$ cat src/rtl/core/stbs_pkg.sv
// ----------------------------------------------------------------------------
// stbs_pkg - shared types for the sorted table search block
// Command codes, the queued operation record and the search engine states.
// ----------------------------------------------------------------------------
package stbs_pkg;

    // command codes on the input channel
    localparam logic CMD_WRITE  = 1'b0;
    localparam logic CMD_LOOKUP = 1'b1;

    // operation kind after classification
    typedef enum logic {
        KIND_WRITE,
        KIND_LOOKUP
    } kind_t;

    // one queued operation
    typedef struct packed {
        kind_t       kind;
        logic [7:0]  slot;
        logic [31:0] address;
        logic [31:0] fixup;
    } op_t;

    // search engine states
    typedef enum logic [1:0] {
        ST_IDLE,
        ST_PROBE,
        ST_DONE
    } state_t;

endpackage

$ cat src/rtl/core/stbs_front.sv
// ----------------------------------------------------------------------------
// stbs_front - input classification and operation queue
// Accepts items, drops writes to slots beyond the table and queues the rest
// in a two-entry queue that the back end drains.
// ----------------------------------------------------------------------------
module stbs_front #(
    parameter int TABLE_DEPTH = 256
) (
    input  logic              clk,
    input  logic              rst_n,
    input  logic              in_valid,
    output logic              in_stall,
    input  logic              cmd,
    input  logic [7:0]        entry_index,
    input  logic [31:0]       address,
    input  logic [31:0]       fixup_value,
    output logic              q_valid,
    output stbs_pkg::op_t     q_head,
    input  logic              q_pop
);

    stbs_pkg::op_t q_reg [2];
    logic          wr_ptr_reg;
    logic          wr_ptr_next;
    logic          rd_ptr_reg;
    logic          rd_ptr_next;
    logic [1:0]    count_reg;
    logic [1:0]    count_next;

    stbs_pkg::op_t op_in;
    logic          op_keep;
    logic          push;

    // classify the incoming item
    always_comb
    begin
        op_in.slot    = entry_index;
        op_in.address = address;
        op_in.fixup   = fixup_value;
        op_in.kind    = stbs_pkg::KIND_LOOKUP;
        op_keep       = 1'b1;
        unique case (cmd)
            stbs_pkg::CMD_WRITE:
            begin
                op_in.kind = stbs_pkg::KIND_WRITE;
                op_keep    = ({24'd0, entry_index} < 32'(TABLE_DEPTH));
            end
            stbs_pkg::CMD_LOOKUP:
            begin
                op_in.kind = stbs_pkg::KIND_LOOKUP;
                op_keep    = 1'b1;
            end
            default:
            begin
                op_in.kind = stbs_pkg::KIND_LOOKUP;
                op_keep    = 1'b1;
            end
        endcase
    end

    // queue handshake
    assign in_stall = (count_reg == 2'd2);
    assign push     = in_valid && !in_stall && op_keep;
    assign q_valid  = (count_reg != 2'd0);
    assign q_head   = q_reg[rd_ptr_reg];

    // pointer and fill count update
    always_comb
    begin
        wr_ptr_next = wr_ptr_reg;
        rd_ptr_next = rd_ptr_reg;
        count_next  = count_reg;
        if (push)
        begin
            wr_ptr_next = !wr_ptr_reg;
        end
        if (q_pop && q_valid)
        begin
            rd_ptr_next = !rd_ptr_reg;
        end
        if (push && !(q_pop && q_valid))
        begin
            count_next = count_reg + 2'd1;
        end
        else if (!push && q_pop && q_valid)
        begin
            count_next = count_reg - 2'd1;
        end
    end

    always_ff @(posedge clk or negedge rst_n)
    begin
        if (!rst_n)
        begin
            wr_ptr_reg <= 1'b0;
            rd_ptr_reg <= 1'b0;
            count_reg  <= 2'd0;
        end
        else
        begin
            wr_ptr_reg <= wr_ptr_next;
            rd_ptr_reg <= rd_ptr_next;
            count_reg  <= count_next;
        end
    end

    // queue storage
    always_ff @(posedge clk)
    begin
        if (push)
        begin
            q_reg[wr_ptr_reg] <= op_in;
        end
    end

endmodule

$ cat config.mk
export PLATFORM = sky130hd
export DESIGN_NAME = stbs_front
export DESIGN_NICKNAME = d
export VERILOG_FILES = /design/src/rtl/core/stbs_pkg.sv /design/src/rtl/core/stbs_front.sv
export SDC_FILE = /design/constraint.sdc
export NUM_CORES = 1
export LEC_CHECK = 0
export BUFFER_PORTS_ARGS = -buffer_cell sky130_fd_sc_hd__buf_4
export CORE_ASPECT_RATIO = 0.5
export CORE_MARGIN = 8
export CORE_UTILIZATION = 50
export DETAILED_ROUTE_END_ITERATION = 8
export PLACE_DENSITY = 0.76
export SLEW_MARGIN = 0
export SYNTH_ARGS = -nofsm -noshare
export SYNTH_HDL_FRONTEND = slang
export SYNTH_SLANG_ARGS = --single-unit
$ cat constraint.sdc
create_clock -name clk -period 6.55 [get_ports clk]
set_input_delay 0 -clock clk [delete_from_list [all_inputs] [get_ports clk]]
set_output_delay 0 -clock clk [all_outputs]
set_load 0.01 [all_outputs]
Yosys cells after proc, flatten, opt, wreduce, memory -nomap -nowiden
Memories as Yosys holds them, arrays and structs flattened.
Cells that the tools add are included.
{"block": "classes", "addsub": 2, "eq_ne": 1, "mux": 5, "bitwise": 1, "reduce_logical": 12}
{"cell": "$logic_and A1 B1 Y1", "n": 5}
{"cell": "$logic_not A1 Y1", "n": 5}
{"cell": "$mux W2", "n": 2}
{"cell": "$reduce_bool A2 Y1", "n": 2}
{"cell": "$add A2 B1 Y2 const B", "n": 1}
{"cell": "$eq A2 B2 Y1 const B", "n": 1}
{"cell": "$mux W1", "n": 2}
{"cell": "$pmux W1 S2", "n": 1}
{"cell": "$sub A2 B1 Y2 const B", "n": 1}
{"cell": "$not A1 Y1", "n": 1}
{"block": "totals", "ff_bits": 4, "mem_bits_rw": 146, "in_bits": 77, "out_inout_bits": 75, "elab_cells": 25, "mem_count": 1}
{"memory": "q_reg", "depth": 2, "width": 73, "rd": 1, "rd_clocked_by_memory_dff": 0, "write_ports": 1, "line": "stbs_front.sv:22", "rtl": "stbs_pkg::op_t q_reg [2];"}

Logic depth before layout (Yosys ltp)
{"block": "depth", "ltp_word": 8, "depth_mapped": 4, "ltp_nobuf": 4}

Worst setup path before layout
OpenSTA, ideal clock, no wires.
{"block": "synth_path", "kind": "flip-flop to flip-flop", "from": "register count_reg[0]", "to": "memory q_reg[0][0] in the netlist's numbering, enable pin", "setup_time_ns": 0.504, "arrival_ns": 3.645, "required_ns": 6.046, "path_slack_ns": 2.401, "stages_incl_launch_ff": 4, "n_path_buf": 0, "period_less_slack_ns": 4.149, "path_cell_list": "dfrtp_1 nand2b_1 nand2_1 nor2_1"}
{"block": "synth_via", "elab_chain_cells": 5}
{"element": "start, declared", "line": "stbs_front.sv:27", "rtl": "logic [1:0] count_reg;"}
{"element": "start signal, assigned", "line": "stbs_front.sv:103", "rtl": "count_reg <= count_next;"}
{"element": "$eq A2 B2 Y1", "line": "stbs_front.sv:62", "rtl": "assign in_stall = (count_reg == 2'd2);"}
{"element": "$logic_not A1 Y1", "line": "stbs_front.sv:63", "rtl": "assign push = in_valid && !in_stall && op_keep;"}
{"element": "$logic_and A1 B1 Y1", "line": "stbs_front.sv:63"}
{"element": "$mux W1", "line": "stbs_front.sv:110", "rtl": "if (push)"}
{"element": "$mux W1 (not written as such)", "line": "stbs_front.sv:112", "rtl": "q_reg[wr_ptr_reg] <= op_in;"}
{"element": "end, declared", "line": "stbs_front.sv:22"}
Every way passes these cells.

Worst setup path in the final report
{"block": "layout_path", "from": "register count_reg[1]", "to": "memory q_reg[0][15] in the netlist's numbering, enable pin"}
The elaborated chain is that of the path after synthesis.

==> reports/results.ini <==
[outcome]
status = finished, final reports clean

[cts]
clock_latency_ps = 410
clkTransAtPathRegs_ps = 60
cts-root-buf = clkbuf_16
cts_buffers = 17
clock_path_buffers = 2
htree_levels = 4
cts_tree = built
cts.sinks = 150
cts_setup_buffers = 0

[sta]
setup_tns_ps = 0
slew_violations = 0
fmax_ghz = 0.397
slew_headroom_pct = 25.3
skew_ps = 8.44
min_period_over_period_pct = 38.5
worst_pin_slew_ps = 1120
hold_viol_final = 0
setup_viol_count_final = 0
layout_setup_ws_ps = 4030
rsz0062_at_grt = false
period_needed_ps = 2520

[global_routing]
grt_overflow = 0
grt_max_degree = 74
grt_pass1_wl_um = 19700
first_global_vias = 3692
antenna_found_initial = 2
grt.total_usage_pct = 16.8

[synth]
ys_seq_area_share_pct = 78.4
synth_area_leaders = edfxtp_1 77%, mux2_4 16%, mux2_2 2.6%, dfrtp_1 1.8%, buf_6 1.4%
synth_area_leader_cell = edfxtp_1
syn_nets = 326
synth_cell_type_count = 18
avgSynthCellArea_sq_um = 23.0
synth_area_sq_mm = 0.00572
ys_ff_latch = 150
yosys_warnings = 0
synth_top_area_share_pct = 76.7
syn_inst = 249

[final_layout]
largest_reg_flops = 146
drive_above_1_share_pct = 51.8
fill_cells = 651
fin_nets = 568
syn2layout_area_growth_pct = 46.9

[power_and_ir_drop]
total_power_mw = 3.48
p_leak_nw = 3.36
vdd_ir_drop_max_v = 0.000253
powerDensity_mw_per_mm2 = 415

[critical_path]
worstPathMaxFanout = 37
cp.required_ps = 6600
end_kind = flip-flop
rr_worst_depth = 4
critPathKind = flip-flop to flip-flop
start_kind = flip-flop
critical_path_arrival_ps = 2570

[place]
place_ws_ps = 3960
gp_congestion = 0.667
io_buffers = 151
post-dp-hpwl_um = 7650

[drt]
first_pass_iters = 4
via_per_inst = 4.86
drt-initial-drc-count = 111
ant_nets = 0
drc = 0
vias = 3162
wl_um = 12500
wl_per_cell_um = 19.3

[hold_path]
hold_path.class = primary input to flip-flop
worstHoldPathCells = 2

[die]
die_w_um = 167
num_rows = 27
core_sq_mm = 0.0111
die_area_sq_mm = 0.0153
fp.dieH_um = 91.6
num_io_pins = 152
initial_core_util_pct = 51.6

[job]
maxCapViolCount = 0

cell type report:
class                   count  area, sq um  area share, %
flip-flops and latches    150         4490           53.5
repair buffers            231         1930           23.0
well taps                 145          181           2.16
clock inverters            14          201           2.40
clock buffers              18          429           5.11
inverters                   2         7.51         0.0894
diodes                      2         5.00         0.0596
multi-input cells          89         1150           13.7
metal layers:
metal | global-route usage [%] | part of all wire (%)
met3 | 4.49 | 5.0
met1 | 16.6 | 35
met2 | 31.8 | 56
met4 | 9.45 | 3.0
met5 | 0 | 0
power breakdown:
part	leakage (nW)	internal (mW)	switching, mW
logic	1.65	0.611	0.460
registers	1.41	1.28	0.110
clock network	0.295	0.642	0.381
total	3.36	2.53	0.951
cells by family after synthesis:
group | Yosys count | synth area share [%]
buffers and inverters | 10 | 1.60
AO/OA/AOI/OAI | 6 | 0.569
XOR/XNOR | 2 | 0.306
AND/OR/NAND/NOR | 8 | 0.766
flip-flops | 150 | 78.4
multiplexers | 73 | 18.3
cell usage after synthesis:
master and instances:
nand2_1 2, nand2b_1 1, mux2_4 60, mux2_2 13, nor2b_1 1, nor3b_1 1
o211ai_1 1, a21oi_1 3, buf_6 7, dfrtp_1 4, buf_2 1, o21ai_0 2
xnor2_1 2, nor2_1 1, or2_2 1, and3_1 1, inv_1 2, edfxtp_1 146
placed cells by master, fill, tap and decap left out:
cell             n
mux2_4          60
inv_1            2
clkbuf_16       17
nor2b_1          1
nor2_4           1
o211ai_1         1
clkinv_4         3
inv_6            1
clkinvlp_4       4
nand2_1          2
o21ai_0          2
clkinv_2         1
edfxtp_1       146
nor3b_1          1
a21oi_1          3
dfrtp_1          3
nand2b_1         1
bufinv_16        4
buf_4          153
xnor2_1          2
inv_8            1
mux2_2          13
dfrtp_4          1
diode_2          2
or2_2            1
dlygate4sd3_1   78
clkbuf_1         1
and3_4           1
path summary, 6_finish.rpt:
kind	start	slack [ps]	endpoint
min	entry_index[5]	310	q_reg[0][69]
min in group asynchronous	rst_n	530	wr_ptr_reg
max	count_reg[1]	4030	q_reg[0][15]
min reg2reg	count_reg[0]	570	count_reg[0]
max reg2reg	count_reg[1]	4030	q_reg[0][15]
max in group asynchronous	rst_n	5800	rd_ptr_reg
stage by stage:
step                hold slack, ps  cells  util [%]  area, sq um
floorplan                     -296    249         -         5720
global placement              -205    539      63.0         6980
detailed placement            -201    539      63.0         6980
CTS                            297    649      75.7         8390
global route                   307    651      75.8         8400
finish                         313    651      75.8         8400
worst max-delay path: stages (launching register included):
cell,delay (ps)
dfrtp_1,430
nand2b_1,140
nand2_1,130
nor2_4,850
buf_4,600
timing repair:
action,4_1_cts,5_1_grt
resized for setup,0,0
endpoints found under the hold margin,154,0
hold buffers,78,0
Power figures use the tool's default switching activity.
